--- src/rtl/a1enc_pkg.sv ---
package a1enc_pkg;

    // match modes
    localparam logic [2:0] MODE_EVERY_SEC = 3'd0;
    localparam logic [2:0] MODE_SEC       = 3'd1;
    localparam logic [2:0] MODE_MIN       = 3'd2;
    localparam logic [2:0] MODE_HOUR      = 3'd3;
    localparam logic [2:0] MODE_DATE      = 3'd4;
    localparam logic [2:0] MODE_DAY       = 3'd5;

    localparam logic [7:0] MASK_BIT  = 8'h80;
    localparam logic [7:0] SEL_BIT   = 8'h40;
    localparam logic [7:0] A1_ENABLE = 8'h01;

    localparam logic [7:0] SEC_MAX   = 8'd59;
    localparam logic [7:0] MIN_MAX   = 8'd59;
    localparam logic [7:0] HR24_MAX  = 8'd23;
    localparam logic [7:0] HR12_MAX  = 8'd12;
    localparam logic [7:0] HR12_MIN  = 8'd1;
    localparam logic [7:0] WDAY_MIN  = 8'd1;
    localparam logic [7:0] WDAY_MAX  = 8'd7;
    localparam logic [7:0] MDAY_MIN  = 8'd1;
    localparam logic [7:0] MDAY_MAX  = 8'd31;

    typedef struct packed {
        logic [2:0] cmd;
        logic [7:0] alarm_seconds;
        logic [7:0] alarm_minutes;
        logic [7:0] alarm_hours;
        logic [7:0] alarm_weekday;
        logic [7:0] alarm_monthday;
        logic [7:0] prior_seconds_byte;
        logic [7:0] prior_minutes_byte;
        logic [7:0] prior_hours_byte;
        logic [7:0] prior_daydate_byte;
        logic [7:0] prior_control_byte;
    } t_req;

    typedef struct packed {
        logic [7:0] seconds_byte;
        logic [7:0] minutes_byte;
        logic [7:0] hours_byte;
        logic [7:0] daydate_byte;
        logic [7:0] control_byte;
        logic       mode_error;
    } t_rsp;

    // saturate to [lo, hi]
    function automatic logic [7:0] clamp8(input logic [7:0] v,
                                          input logic [7:0] lo,
                                          input logic [7:0] hi);
        logic [7:0] r;
        begin
            if (v > hi) begin
                r = hi;
            end else if (v < lo) begin
                r = lo;
            end else begin
                r = v;
            end
            return r;
        end
    endfunction

    // packed BCD of a value already clamped to 0..59
    function automatic logic [7:0] to_bcd(input logic [7:0] v);
        logic [2:0] tens;
        logic [7:0] rem;
        begin
            if (v >= 8'd50) begin
                tens = 3'd5;
            end else if (v >= 8'd40) begin
                tens = 3'd4;
            end else if (v >= 8'd30) begin
                tens = 3'd3;
            end else if (v >= 8'd20) begin
                tens = 3'd2;
            end else if (v >= 8'd10) begin
                tens = 3'd1;
            end else begin
                tens = 3'd0;
            end
            rem = v - 8'(tens) * 8'd10;
            return {1'b0, tens, rem[3:0]};
        end
    endfunction

endpackage

--- src/rtl/a1enc_encode.sv ---
module a1enc_encode
    import a1enc_pkg::*;
(
    input  logic i_twelve_hour_mode,
    input  t_req i_req,
    output t_rsp o_rsp
);

    logic [7:0] sec_c, min_c, hr_c, wday_c, mday_c;
    logic [7:0] sec_bcd, min_bcd, hr_bcd, wday_bcd, mday_bcd;

    always_comb begin
        sec_c  = clamp8(i_req.alarm_seconds, 8'd0, SEC_MAX);
        min_c  = clamp8(i_req.alarm_minutes, 8'd0, MIN_MAX);
        hr_c   = i_twelve_hour_mode ? clamp8(i_req.alarm_hours, HR12_MIN, HR12_MAX)
                                    : clamp8(i_req.alarm_hours, 8'd0, HR24_MAX);
        wday_c = clamp8(i_req.alarm_weekday, WDAY_MIN, WDAY_MAX);
        mday_c = clamp8(i_req.alarm_monthday, MDAY_MIN, MDAY_MAX);

        sec_bcd  = to_bcd(sec_c);
        min_bcd  = to_bcd(min_c);
        hr_bcd   = to_bcd(hr_c) | (i_twelve_hour_mode ? SEL_BIT : 8'h00);
        wday_bcd = to_bcd(wday_c) | SEL_BIT;
        mday_bcd = to_bcd(mday_c);
    end

    always_comb begin
        o_rsp.seconds_byte = i_req.prior_seconds_byte;
        o_rsp.minutes_byte = i_req.prior_minutes_byte;
        o_rsp.hours_byte   = i_req.prior_hours_byte;
        o_rsp.daydate_byte = i_req.prior_daydate_byte;
        o_rsp.control_byte = i_req.prior_control_byte | A1_ENABLE;
        o_rsp.mode_error   = 1'b0;
        unique case (i_req.cmd)
            MODE_EVERY_SEC: begin
                o_rsp.seconds_byte = i_req.prior_seconds_byte | MASK_BIT;
                o_rsp.minutes_byte = i_req.prior_minutes_byte | MASK_BIT;
                o_rsp.hours_byte   = i_req.prior_hours_byte | MASK_BIT;
                o_rsp.daydate_byte = i_req.prior_daydate_byte | MASK_BIT;
            end
            MODE_SEC: begin
                o_rsp.seconds_byte = sec_bcd;
                o_rsp.minutes_byte = i_req.prior_minutes_byte | MASK_BIT;
                o_rsp.hours_byte   = i_req.prior_hours_byte | MASK_BIT;
                o_rsp.daydate_byte = i_req.prior_daydate_byte | MASK_BIT;
            end
            MODE_MIN: begin
                o_rsp.seconds_byte = sec_bcd;
                o_rsp.minutes_byte = min_bcd;
                o_rsp.hours_byte   = i_req.prior_hours_byte | MASK_BIT;
                o_rsp.daydate_byte = i_req.prior_daydate_byte | MASK_BIT;
            end
            MODE_HOUR: begin
                o_rsp.seconds_byte = sec_bcd;
                o_rsp.minutes_byte = min_bcd;
                o_rsp.hours_byte   = hr_bcd;
                o_rsp.daydate_byte = i_req.prior_daydate_byte | MASK_BIT;
            end
            MODE_DATE: begin
                o_rsp.seconds_byte = sec_bcd;
                o_rsp.minutes_byte = min_bcd;
                o_rsp.hours_byte   = hr_bcd;
                o_rsp.daydate_byte = mday_bcd;
            end
            MODE_DAY: begin
                o_rsp.seconds_byte = sec_bcd;
                o_rsp.minutes_byte = min_bcd;
                o_rsp.hours_byte   = hr_bcd;
                o_rsp.daydate_byte = wday_bcd;
            end
            default: begin
                // bad mode: everything passes through, enable untouched
                o_rsp.control_byte = i_req.prior_control_byte;
                o_rsp.mode_error   = 1'b1;
            end
        endcase
    end

endmodule

--- src/rtl/alarm1_register_encoder.sv ---
// Alarm-1 register encoder. Each accepted word carries a match mode, the
// alarm time in binary and the four alarm register bytes plus the control
// byte as read back; one result word comes out per input word, in order.
// Time fields saturate to their legal ranges (hours 1..12 when
// twelve_hour_mode is set, else 0..23), are packed as BCD, and bit 7 masks
// are set per mode; date and day modes leave bit 7 of the day/date byte
// clear. Bit 0 of the control byte is set in modes 0..5. Modes 6 and 7
// raise o_mode_error and pass the prior bytes through untouched. Timing: a
// word is registered on input, encoded by one level of clamp/BCD logic, and
// registered on output; a new word is taken every cycle unless i_stall backs up a full pipe.
// Write twelve_hour_mode (i_cfg_we/i_cfg_wdata) only while no word is in
// flight.
module alarm1_register_encoder
    import a1enc_pkg::*;
(
    input  logic       i_clk,
    input  logic       i_rst_n,
    // config
    input  logic       i_cfg_we,
    input  logic       i_cfg_wdata,
    // input channel
    input  logic       i_valid,
    output logic       o_stall,
    input  logic [2:0] i_cmd,
    input  logic [7:0] i_alarm_seconds,
    input  logic [7:0] i_alarm_minutes,
    input  logic [7:0] i_alarm_hours,
    input  logic [7:0] i_alarm_weekday,
    input  logic [7:0] i_alarm_monthday,
    input  logic [7:0] i_prior_seconds_byte,
    input  logic [7:0] i_prior_minutes_byte,
    input  logic [7:0] i_prior_hours_byte,
    input  logic [7:0] i_prior_daydate_byte,
    input  logic [7:0] i_prior_control_byte,
    // output channel
    output logic       o_valid,
    input  logic       i_stall,
    output logic [7:0] o_seconds_byte,
    output logic [7:0] o_minutes_byte,
    output logic [7:0] o_hours_byte,
    output logic [7:0] o_daydate_byte,
    output logic [7:0] o_control_byte,
    output logic       o_mode_error
);

    logic r_twelve_hour_mode;

    logic r_in_valid;
    t_req r_req;
    logic r_out_valid;
    t_rsp r_rsp;
    t_rsp n_rsp;

    logic out_load;   // result register takes the encoded word
    logic in_load;    // input register is free to take a new word

    // Output stage frees up when empty or being drained this cycle.
    assign out_load = !r_out_valid || !i_stall;
    assign in_load  = !r_in_valid || out_load;
    assign o_stall  = !in_load;

    always_ff @(posedge i_clk) begin
        if (!i_rst_n) begin
            r_twelve_hour_mode <= 1'b0;
        end else if (i_cfg_we) begin
            r_twelve_hour_mode <= i_cfg_wdata;
        end
    end

    // input register
    always_ff @(posedge i_clk) begin
        if (!i_rst_n) begin
            r_in_valid <= 1'b0;
        end else if (in_load) begin
            r_in_valid <= i_valid;
        end
    end

    always_ff @(posedge i_clk) begin
        if (in_load && i_valid) begin
            r_req.cmd                <= i_cmd;
            r_req.alarm_seconds      <= i_alarm_seconds;
            r_req.alarm_minutes      <= i_alarm_minutes;
            r_req.alarm_hours        <= i_alarm_hours;
            r_req.alarm_weekday      <= i_alarm_weekday;
            r_req.alarm_monthday     <= i_alarm_monthday;
            r_req.prior_seconds_byte <= i_prior_seconds_byte;
            r_req.prior_minutes_byte <= i_prior_minutes_byte;
            r_req.prior_hours_byte   <= i_prior_hours_byte;
            r_req.prior_daydate_byte <= i_prior_daydate_byte;
            r_req.prior_control_byte <= i_prior_control_byte;
        end
    end

    a1enc_encode u_encode (
        .i_twelve_hour_mode (r_twelve_hour_mode),
        .i_req              (r_req),
        .o_rsp              (n_rsp)
    );

    // result register
    always_ff @(posedge i_clk) begin
        if (!i_rst_n) begin
            r_out_valid <= 1'b0;
        end else if (out_load) begin
            r_out_valid <= r_in_valid;
        end
    end

    always_ff @(posedge i_clk) begin
        if (out_load && r_in_valid) begin
            r_rsp <= n_rsp;
        end
    end

    assign o_valid        = r_out_valid;
    assign o_seconds_byte = r_rsp.seconds_byte;
    assign o_minutes_byte = r_rsp.minutes_byte;
    assign o_hours_byte   = r_rsp.hours_byte;
    assign o_daydate_byte = r_rsp.daydate_byte;
    assign o_control_byte = r_rsp.control_byte;
    assign o_mode_error   = r_rsp.mode_error;

endmodule

--- config.mk ---
export PLATFORM = sky130hd
export DESIGN_NAME = alarm1_register_encoder
export DESIGN_NICKNAME = d
export VERILOG_FILES = /design/src/rtl/a1enc_pkg.sv /design/src/rtl/a1enc_encode.sv /design/src/rtl/alarm1_register_encoder.sv
export SDC_FILE = /design/constraint.sdc
export NUM_CORES = 1
export LEC_CHECK = 0
export BUFFER_PORTS_ARGS = -buffer_cell sky130_fd_sc_hd__buf_4
export CORE_MARGIN = 10
export CORE_UTILIZATION = 35
export CTS_CLUSTER_DIAMETER = 30
export CTS_CLUSTER_SIZE = 12
export DETAILED_ROUTE_END_ITERATION = 7
export PLACE_DENSITY = 0.68
export SYNTH_ARGS = -nofsm -noshare
export SYNTH_HDL_FRONTEND = slang
export SYNTH_SLANG_ARGS = --single-unit
--- constraint.sdc ---
create_clock -name i_clk -period 8.28 [get_ports i_clk]
set_input_delay 1.242 -clock i_clk [delete_from_list [all_inputs] [get_ports i_clk]]
set_output_delay 1.242 -clock i_clk [all_outputs]
set_load 0.01 [all_outputs]
## Word-level counts from Yosys, hierarchy flattened

Index checks and enable logic that the tools add are counted.

| operators by class | value |
|---|---|
| add/subtract/negate cells | 5 |
| $mul | 5 |
| magnitude comparators | 37 |
| equality and inequality tests | 5 |
| multiplexer cells | 41 |
| bitwise logic cells | 1 |
| reductions and logical operators | 10 |

Operator list:

| kind | count |
|---|---|
| $pmux W32 S6 | 1 |
| $mux W8 | 13 |
| $ge A8 B5 Y1 const B | 10 |
| $ge A8 B6 Y1 const B | 10 |
| $mux W3 | 20 |
| $lt A8 B1 Y1 const B | 6 |
| $ge A8 B4 Y1 const B | 5 |
| $sub A4 B4 Y4 | 5 |
| $gt A8 B5 Y1 const B | 2 |
| $gt A8 B6 Y1 const B | 2 |
| $mul A3 B3 Y3 const B | 5 |
| $gt A8 B3 Y1 const B | 1 |
| $gt A8 B4 Y1 const B | 1 |
| $or A7 B8 Y8 | 1 |
| $mux W7 | 1 |
| $eq A3 B2 Y1 const B | 2 |
| $eq A3 B3 Y1 const B | 2 |
| $mux W1 | 6 |
| $reduce_or A6 Y1 | 1 |
| $logic_not A1 Y1 | 4 |
| $eq A3 B1 Y1 const B | 1 |
| $logic_not A3 Y1 | 1 |
| $logic_and A1 B1 Y1 | 2 |
| $logic_or A1 B1 Y1 | 2 |

| word-level totals | value |
|---|---|
| bits in registers | 127 |

## Logic depth before layout (Yosys ltp)

Gate-level depths: netlist of the first run.

| logic depth | value |
|---|---|
| depth after elaboration | 14 |
| depth in mapped cells | 10 |
| mapped depth without buffers | 9 |

## Cells and area by module

From an unflattened synthesis of the first run, not the netlist that was laid out.

| second synthesis, totals | value |
|---|---|
| cells, all modules | 335 |
| area total of the unflattened synthesis | 5,192.5 um2 |

By module, submodules not included:

| module | instances | cells an instance | area an instance (um2) |
|---|---|---|---|
| alarm1_register_encoder | 1 | 135 | 3,843.7 |
| a1enc_encode | 1 | 200 | 1,348.8 |

## Worst setup path before layout of the first run

No wires, ideal clock.

| timing | value |
|---|---|
| path kind | input port to flip-flop |
| from | input i_stall |
| to | register r_req[0] in the netlist's numbering (enable) |
| arrival | 5,160 ps |
| path slack | 2,586 ps |
| stages on the path | 2 |
| path buffers | 0 |
| cell sequence | and3_1 -> nor2b_1 |

| between the ends | value |
|---|---|
| word-level cells in the longest chain between the ends | 4 |

RTL lines:

| what | line | text |
|---|---|---|
| start, declared | alarm1_register_encoder.sv:37 | `input logic i_stall,` |
| $logic_not A1 Y1 | alarm1_register_encoder.sv:58 | `assign out_load = !r_out_valid \|\| !i_stall;` |
| $logic_or A1 B1 Y1 | alarm1_register_encoder.sv:58 |  |
| $logic_or A1 B1 Y1 | alarm1_register_encoder.sv:59 | `assign in_load = !r_in_valid \|\| out_load;` |
| $logic_and A1 B1 Y1 | alarm1_register_encoder.sv:80 | `if (in_load && i_valid) begin` |
| end, declared | alarm1_register_encoder.sv:49 | `t_req r_req;` |

No other way between the ends.
A chain may end at the register's enable or synchronous reset.

## Worst setup path in the final report of the first run

| timing | value |
|---|---|
| from | input i_stall |
| to | output o_stall |

| between the ends | value |
|---|---|
| word-level cells in the longest chain between the ends | 4 |

RTL lines:

| what | line | text |
|---|---|---|
| $logic_not A1 Y1 | alarm1_register_encoder.sv:58 |  |
| $logic_or A1 B1 Y1 | alarm1_register_encoder.sv:58 |  |
| $logic_or A1 B1 Y1 | alarm1_register_encoder.sv:59 |  |
| $logic_not A1 Y1 | alarm1_register_encoder.sv:60 | `assign o_stall = !in_load;` |
| end, declared | alarm1_register_encoder.sv:23 | `output logic o_stall,` |

No other way between the ends.

==> results of run 1 <==
flip-flops by register name, summed over array words and instances (netlist names), 8 cells and up:
signal          count
o_control_byte      8
o_hours_byte        8
o_seconds_byte      8
o_minutes_byte      8
o_daydate_byte      8
r_req              83
worst register-to-register path, stage by stage, from the launching register on:
cell and delay [ns]:
edfxtp_1 0.52, and2_4 0.24, a311oi_4 0.36, nand2_1 0.09, ha_1 0.20, fa_1 0.38, xor2_1 0.17, mux2_4 0.26
synthesized netlist by cell type, drive strengths merged:
| cell | n |
|---|---|
| a2111oi | 2 |
| a21boi | 4 |
| a21o | 1 |
| a21oi | 15 |
| a221o | 1 |
| a22o | 1 |
| a22oi | 1 |
| a311o | 1 |
| a311oi | 1 |
| a31oi | 4 |
| and2 | 3 |
| and3 | 1 |
| buf | 7 |
| clkbuf | 7 |
| conb | 2 |
| dfxtp | 3 |
| edfxtp | 124 |
| fa | 5 |
| ha | 5 |
| inv | 4 |
| mux2 | 9 |
| mux2i | 4 |
| nand2 | 28 |
| nand2b | 4 |
| nand3 | 2 |
| nand4 | 1 |
| nor2 | 35 |
| nor2b | 6 |
| nor3 | 6 |
| nor3b | 5 |
| nor4 | 1 |
| nor4b | 1 |
| o2111ai | 2 |
| o21a | 4 |
| o21ai | 17 |
| o21bai | 3 |
| o31ai | 3 |
| o41ai | 1 |
| or2 | 3 |
| or3 | 1 |
| or4 | 1 |
| xnor2 | 4 |
| xor2 | 2 |
stage by stage:
stage | std cells | area, um^2 | hold WS, ns
after floorplan | 335 | 5096 | 0.4003
after global placement | 638 | 6276 | 0.4021
after detailed placement | 638 | 6276 | 0.4045
after CTS | 668 | 6834 | 0.4189
after global routing | 668 | 6834 | 0.4238
final | 668 | 6834 | 0.4177
cells by family (layout without fill, tap and decap cells):
logic type	count (synthesis)	after routing	share of synthesized area (%)
AOI/OAI and AO/OA	61	61	7.931
xor gates and xnor gates	6	6	1.031
adders and majority gates	10	10	3.192
buffers and inverters	18	167	1.620
DFF	127	127	74.25
muxes	13	13	2.848
other	2	2	0.1474
and+or+nand+nor	98	98	8.987
power by group:
group / internal [mW] / switching (mW) / leakage [nW]
Clock: 0.463 / 0.245 / 0.276
Sequential: 0.752 / 0.0204 / 1.22
Combinational: 0.0639 / 0.0572 / 1.12
path summary, 6_finish.rpt:
kind                  startpoint                           to  slack, ns  depth (start not counted)
min reg2reg   r_req[1]$_DFFE_PP_  o_control_byte[1]$_DFFE_PP_       0.42                          0
min           r_req[1]$_DFFE_PP_  o_control_byte[1]$_DFFE_PP_       0.42                          0
max                      i_stall                      o_stall       5.28                          3
max reg2reg  r_req[67]$_DFFE_PP_  o_minutes_byte[3]$_DFFE_PP_       5.81                          7
metal layers:
| metal | vias up | global-route usage (%) | share of wire [%] |
|---|---|---|---|
| met4 | 0 | 5.435 | 1.9 |
| met5 | - | 0 | 0 |
| li1 | 1525 | - | - |
| met3 | 16 | 5.240 | 7.8 |
| met2 | 113 | 16.21 | 45 |
| met1 | 1439 | 13.62 | 45 |
layout make-up:
cell class	count	area [um^2]	share of cell area, %
clock buffer	20	436.7	6.390
clock inverter	10	121.4	1.776
inverter	4	15.01	0.2197
multi-input combinational	190	1249	18.27
sequential	127	3784	55.36
tap	184	230.2	3.369
timing repair buffer	133	998.5	14.61
==> reports/qor.csv, run 1 <==
metric,value,unit
status,finished clean,
viasPerCell,4.630,
peakVddDrop,132.3,uV
drv_slew,0,
grt_pass1_vias,3287,
finalCritPeriodShare,36.28,%
cp_max_fo,3,
vias,3093,
timing.fmax,0.3329,GHz
grt_pass1_wl,17.24,mm
numCtsBuffers,17,
yosysSeqAreaShare,74.25,%
critical-path-top-delay-family,buffers and inverters,
hold_viol,0,
p_leak,2.613,nW
p_per_area,234.3,mW/mm^2
grt_overflow,0,
pre_cts_ws,5.267,ns
grt_max_degree,84,
ys_seq_elements,127,
slew_headroom,30.01,%
gr-usage-all-layers,11.14,%
setup_slack,5.276,ns
antenna_found_initial,0,
synth.area.top_cells,"edfxtp_1 73%, nor2_1 2.6%, nand2_1 2.1%, fa_1 2.0%, a21oi_1 1.5%",
cpPeakStageDelay,0.23,ns
setup_tns,0,ns
final_util,47.38,%
cts_hold_buf,0,
cts_tree,done,
crit_path_frequent_cell,buf_4,
crit_path_end_kind,primary output,
final_antenna_net_count,0,
synth_cell_type_count,48,
timing.final.crit_period,3.004,ns
synth.avg_cell_area,15.21,um^2
crit_required,7.04,ns
layout_commonest_cell,buf_4,
first_pass_iters,4,
cp_cell_sequence,buf_4 -> and3_1 -> buf_4,
synth_top_area_share,73.07,%
post_cts_buffers,0,
drt-initial-drc-count,156,
p_total,1.601,mW
layout.nets,572,
area_growth,34.10,%
root_buffer,clkbuf_16,
holdCritPathClass,flop to flop,
cts_resized,0,
layout_common_cells,"133 x buf_4, 124 x edfxtp_1, 35 x nor2_1",
yosysWarningCount,0,
initial_core_util,35.33,%
worst-endpoint-arrival,1.76,ns
nFillCells,1278,
syn_area,0.005096,mm^2
core_area,0.01442,mm^2
diodes,0,
io_buffers,131,
rsz0062_at_grt,no,
clkSinkCount,127,
worst_setup_path_start_kind,primary input,
synth_top_cell_by_area,edfxtp_1,
wirelength,10.75,mm
cap_viol_max_count,0,
place_congestion,0.7690,
clk_pin_slew_worst_paths,0.05,ns
path_class,primary input to primary output,
cts_buffer_depth,2,
critPathBufInv,2,
fin_skew,0.01033,ns
die_x,140.7,um
worst_pin_slew,1.050,ns
setup_viol,0,
syn_inst,335,
dpl.hpwl,7.824,mm
critPathSlowestCell,and3_1,
synth_nets,434,
wire_per_inst,16.09,um
die_h,140.7,um
die_area,0.01979,mm^2
ios,132,
htree_num_levels,4,
clk_latency,0.41,ns
drive_gt1_share,34.09,%
row_count,44,
drc_errors,0,
(Power assumes the default switching activity.)
==> inputs of run 2 (changes only) <==
==> constraint.sdc (replaced) <==
create_clock -name i_clk -period 3 [get_ports i_clk]
set_input_delay 0.45 -clock i_clk [delete_from_list [all_inputs] [get_ports i_clk]]
set_output_delay 0.45 -clock i_clk [all_outputs]
set_load 0.01 [all_outputs]
==> reports/qor.csv, run 2 (synthesis results as in run 1) <==
metric,value,unit,change
use_met2,18.33,%,+2.1 points
viasPerCell,4.736,,+2.3%
p_total,4.449,mW,+180%
drive_gt1_share,34.09,%,about the same
core_area,0.01442,mm^2,unchanged
setup_viol,0,,unchanged
min_from,i_alarm_hours[4],,
ff2ff_setup_slack,0.47,ns,-5.34 ns
slew_headroom,61.17,%,+31 points
layout.nets,574,,+0.35%
p_leak,2.627,nW,+0.51%
ios,132,,unchanged
io_buffers,131,,unchanged
final_antenna_net_count,0,,unchanged
grt_use_met1,12.75,%,-0.86 points
die_x,140.7,um,unchanged
cp-startpoint,r_req[66]$_DFFE_PP_,,
post_cts_buffers,0,,unchanged
reg2reg_to,o_minutes_byte[3]$_DFFE_PP_,,
reg2reg_depth,9,,+2
crit_path_end_kind,flop,,
htree_num_levels,4,,unchanged
antenna_found_initial,0,,unchanged
final_util,47.59,%,+0.21 points
hold_viol,0,,unchanged
stdcell_area,0.006864,mm^2,+0.44%
hold_depth,1,,+1
numCtsBuffers,17,,unchanged
place_area,0.006304,mm^2,+0.44%
first_pass_iters,4,,unchanged
row_count,44,,unchanged
status,finished clean,,
wirelength,11.17,mm,+3.9%
root_buffer,clkbuf_16,,
grt_pass1_wl,17.66,mm,+2.5%
grt_max_degree,84,,unchanged
nFillCells,1252,,-2.0%
cap_viol_max_count,0,,unchanged
regMostFlops,r_req,,
grt_pass1_vias,3424,,+4.2%
area_growth,34.69,%,
path_class,flop to flop,,
clk_latency,0.41,ns,about the same
fin_skew,0.006386,ns,-0.003945 ns
use_met3,5.576,%,+0.34 points
finalCritPeriodShare,84.18,%,
placed_cells,640,,+0.31%
layout_commonest_cell,buf_4,,
timing.fmax,0.3960,GHz,
die_area,0.01979,mm^2,unchanged
hold_path_end,r_req[60]$_DFFE_PP_,,
vias,3178,,+2.7%
reg2reg_from,r_req[66]$_DFFE_PP_,,
initial_core_util,35.33,%,unchanged
cts_buffer_depth,2,,unchanged
drt-initial-drc-count,205,,+31%
cts_hold_buf,0,,unchanged
drv_slew,0,,unchanged
setup_tns,0,ns,unchanged
worst_pin_slew,0.5824,ns,-0.4674 ns
cp_max_fo,9,,+6
place_congestion,0.7949,,+3.4%
diodes,0,,unchanged
cts_tree,done,,
p_per_area,648.1,mW/mm^2,+180%
holdCritPathClass,primary input to flop,,
gr-usage-all-layers,11.37,%,+0.23 points
worst_setup_path_start_kind,flop,,
clk_pin_slew_worst_paths,0.06,ns,about the same
clkSinkCount,127,,unchanged
top_usage_layer,met2,,
fin_cells,671,,+0.45%
die_h,140.7,um,unchanged
drc_errors,0,,unchanged
rsz0062_at_grt,no,,
worst-endpoint-arrival,2.68,ns,+0.92 ns
largest_register_ffs,83,,unchanged
layout_common_cells,"134 x buf_4, 124 x edfxtp_1, 35 x nor2_1",,
grt_overflow,0,,unchanged
wire_per_inst,16.65,um,+3.5%
peakVddDrop,363.1,uV,+170%
cts_resized,0,,unchanged
timing.final.crit_period,2.525,ns,
crit_required,3.15,ns,-3.89 ns
dpl.hpwl,7.937,mm,+1.4%
==> run 2: worst max path at each step <==
stage / to / depth (start not counted)
final: o_minutes_byte[3]$_DFFE_PP_ / 9
after global routing: o_minutes_byte[3]$_DFFE_PP_ / 9
after CTS: o_minutes_byte[3]$_DFFE_PP_ / 9
after detailed placement: o_minutes_byte[3]$_DFFE_PP_ / 9
after global placement: o_minutes_byte[3]$_DFFE_PP_ / 7
after floorplan: o_control_byte[0]$_SDFFCE_PN1P_ / 1
==> run 2: per-stage QoR <==
stage	setup slack, ns	hold slack [ns]
after CTS	0.4812	0.1943
final	0.4747	0.2182
after global routing	0.2796	0.1885
after detailed placement	0.5119	0.4052
after global placement	0.6076	0.4004
after floorplan	0.1153	0.4003
==> run 2: layer usage <==
layer  wire length, um  share of wire (%)  vias to the layer above
met5                 0                  0                        -
met4               136                1.2                        0
met3               882                7.9                       11
met2              5433                 49                      129
met1              4719                 42                     1501
li1                  -                  -                     1537
==> run 2: final cells by class <==
cell class / count / area (um^2) / share of cell area [%]
clock inverters: 10 / 120.1 / 1.750
flip-flops and latches: 127 / 3784 / 55.12
well taps: 184 / 230.2 / 3.354
multi-input cells: 190 / 1249 / 18.19
repair buffers: 135 / 1026 / 14.95
clock buffers: 21 / 440.4 / 6.416
inverters: 4 / 15.01 / 0.2187
==> run 2: worst max-delay path, cell delays in order, from the launching register on <==
cell and delay (ns):
edfxtp_1 0.53, o21a_1 0.24, nor2_1 0.08, a2111oi_0 0.08, a21oi_1 0.25, nand2_1 0.09, ha_1 0.20, fa_1 0.38
xor2_1 0.17, mux2_4 0.26
==> run 2: power breakdown <==
part | leakage [nW] | switching, mW | internal (mW)
Combinational | 1.14 | 0.160 | 0.181
Sequential | 1.22 | 0.0580 | 2.07
Clock | 0.275 | 0.692 | 1.28
==> inputs of run 3 (changes only) <==
--- a/config.mk
+++ b/config.mk
@@ -11,7 +11,7 @@
 export CTS_CLUSTER_DIAMETER = 30
 export CTS_CLUSTER_SIZE = 12
 export DETAILED_ROUTE_END_ITERATION = 7
-export PLACE_DENSITY = 0.68
+export PLACE_DENSITY = 0.7
 export SYNTH_ARGS = -nofsm -noshare
 export SYNTH_HDL_FRONTEND = slang
 export SYNTH_SLANG_ARGS = --single-unit
==> constraint.sdc (replaced) <==
create_clock -name i_clk -period 2.1 [get_ports i_clk]
set_input_delay 0.315 -clock i_clk [delete_from_list [all_inputs] [get_ports i_clk]]
set_output_delay 0.315 -clock i_clk [all_outputs]
set_load 0.01 [all_outputs]
==> reports/qor.csv, run 3 (synthesis results as in run 1) <==
metric,value,unit,change
status,"finished, violations left",,
violations,negative setup slack,,
worst-endpoint-arrival,2.49,ns,-0.19 ns
grt_pass1_wl,18.04,mm,+2.1%
timing.final.crit_period,2.334,ns,-0.1913 ns
worst_pin_slew,0.5003,ns,-0.08215 ns
die_area,0.01979,mm^2,unchanged
use_met3,4.367,%,-1.2 points
critPathBufInv,0,,unchanged
root_buffer,clkbuf_16,,
cts_hold_buf,0,,unchanged
setup_viol,4,,+4
grt_use_met1,12.65,%,-0.11 points
layout_common_cells,"159 x buf_4, 124 x edfxtp_1, 32 x nor2_1",,
cpPeakStageDelay,0.48,ns,-0.05 ns
diodes,0,,unchanged
fin_skew,0.007005,ns,+0.0006188 ns
critPathSlowestCell,edfxtp_1,,
first_pass_iters,4,,unchanged
rsz0062_at_grt,yes,,
setup_slack,-0.2340,ns,-0.7087 ns
wirelength,11.80,mm,+5.6%
drv_slew,0,,unchanged
place_congestion,0.8077,,+1.6%
drc_errors,0,,unchanged
clkSinkCount,127,,unchanged
htree_num_levels,4,,unchanged
vias,3310,,+4.2%
place_area,0.006475,mm^2,+2.7%
grt_max_degree,84,,unchanged
final_antenna_net_count,0,,unchanged
clk_latency,0.41,ns,about the same
cp_cell_sequence,o21a_1 -> nor2_2 -> a2111oi_4 -> a21oi_2 -> nand2_1 -> ha_2 -> fa_2 -> xor2_1 -> mux2_4,,
drive_gt1_share,44.19,%,+10 points
cap_viol_max_count,0,,unchanged
hold_viol,0,,unchanged
row_count,44,,unchanged
die_h,140.7,um,unchanged
layout.nets,605,,+5.4%
regMostFlops,r_req,,
numCtsBuffers,17,,unchanged
clk_pin_slew_worst_paths,0.05,ns,about the same
p_leak,2.795,nW,+6.4%
die_x,140.7,um,unchanged
path_class,flop to flop,,
drt-initial-drc-count,173,,-16%
area_growth,42.72,%,
timing.fmax,0.4285,GHz,+8.2%
cts_tree,done,,
dpl.hpwl,8.179,mm,+3.1%
cts_buffer_depth,2,,unchanged
finalCritPeriodShare,111.1,%,+27 points
initial_core_util,35.33,%,unchanged
slew_headroom,66.65,%,+5.5 points
stdcell_area,0.007273,mm^2,+6.0%
antenna_found_initial,0,,unchanged
ios,132,,unchanged
layout_commonest_cell,buf_4,,
top_usage_layer,met2,,
grt_pass1_vias,3567,,+4.2%
grt_overflow,0,,unchanged
use_met2,19.75,%,+1.4 points
viasPerCell,4.729,,-0.16%
io_buffers,131,,unchanged
wire_per_inst,16.86,um,+1.3%
nFillCells,1207,,-3.6%
largest_register_ffs,83,,unchanged
peakVddDrop,522.1,uV,+44%
pre_cts_ws,-0.2776,ns,-0.7895 ns
critical-path-top-delay-family,adder cells,,
crit_required,2.26,ns,-0.89 ns
p_per_area,882.3,mW/mm^2,+36%
holdCritPathClass,primary input to flop,,
core_area,0.01442,mm^2,unchanged
gr-usage-all-layers,11.63,%,+0.26 points
worst_setup_path_start_kind,flop,,
crit_path_end_kind,flop,,
cp_max_fo,6,,-3
[run 3: changes by cell type in the layout (fill, tap and decap cells not counted), sizes merged]
cell | before | now
buf | 135 | 166
clkbuf | 21 | 20
clkinv | 7 | 5
clkinvlp | 0 | 1
[run 3: metrics by stage]
step,util [%],total power [mW],instances,hold slack (ns),setup TNS (ns)
6_report,50.43,6.417,700,0.08097,-0.5103
5_1_grt,50.43,6.688,700,0.05774,-0.8678
4_1_cts,49.57,6.489,695,0.06014,-0.3610
3_5_place_dp,44.89,3.629,659,0.4089,-0.6032
3_3_place_gp,44.89,3.610,659,0.4025,-0.2031
2_1_floorplan,-,3.316,335,0.4003,-5.850
[run 3: worst register-to-register path: stages (launching register included)]
cell and delay, ns:
edfxtp_1 0.48, o21a_1 0.23, nor2_2 0.13, a2111oi_4 0.07, a21oi_2 0.15, nand2_1 0.08
ha_2 0.18, fa_2 0.33, xor2_1 0.16, mux2_4 0.26
[run 3: layer usage]
layer / wire [um] / vias up / share of wire, %
met3: 745 / 14 / 6.3
met1: 4883 / 1592 / 41
met5: 0 / - / 0
met4: 157 / 0 / 1.3
li1: - / 1594 / -
met2: 6013 / 110 / 51
[run 3: worst paths after layout]
path	startpoint	slack, ns	end	depth (start not counted)
setup / recovery	r_req[66]$_DFFE_PP_	-0.23	o_minutes_byte[3]$_DFFE_PP_	9
hold / removal	i_prior_daydate_byte[6]	0.08	r_req[14]$_DFFE_PP_	1
setup reg to reg	r_req[66]$_DFFE_PP_	-0.23	o_minutes_byte[3]$_DFFE_PP_	9
hold reg to reg	r_req[4]$_DFFE_PP_	0.42	o_control_byte[4]$_DFFE_PP_	0
[run 3: cell type report]
class | count | area [um^2] | share of cell area (%)
multi-input cells | 190 | 1396 | 19.20
inverters | 4 | 15.01 | 0.2064
well taps | 184 | 230.2 | 3.165
repair buffers | 166 | 1290 | 17.74
clock inverters | 9 | 120.1 | 1.651
clock buffers | 20 | 436.7 | 6.004
flip-flops and latches | 127 | 3785 | 52.04
[run 3: repair_timing]
item,CTS,global route
pin swaps,11,16
gates cloned,0,0
endpoints found under the setup margin,5,8
gates resized for setup,16,20
buffers inserted,7,5
[run 3: power by group]
| group | leakage (nW) | switching [mW] | internal [mW] | total [mW] |
|---|---|---|---|---|
| clock | 0.270 | 0.966 | 1.83 | 2.79 |
| combinational | 1.31 | 0.270 | 0.316 | 0.586 |
| sequential | 1.22 | 0.0754 | 2.96 | 3.04 |
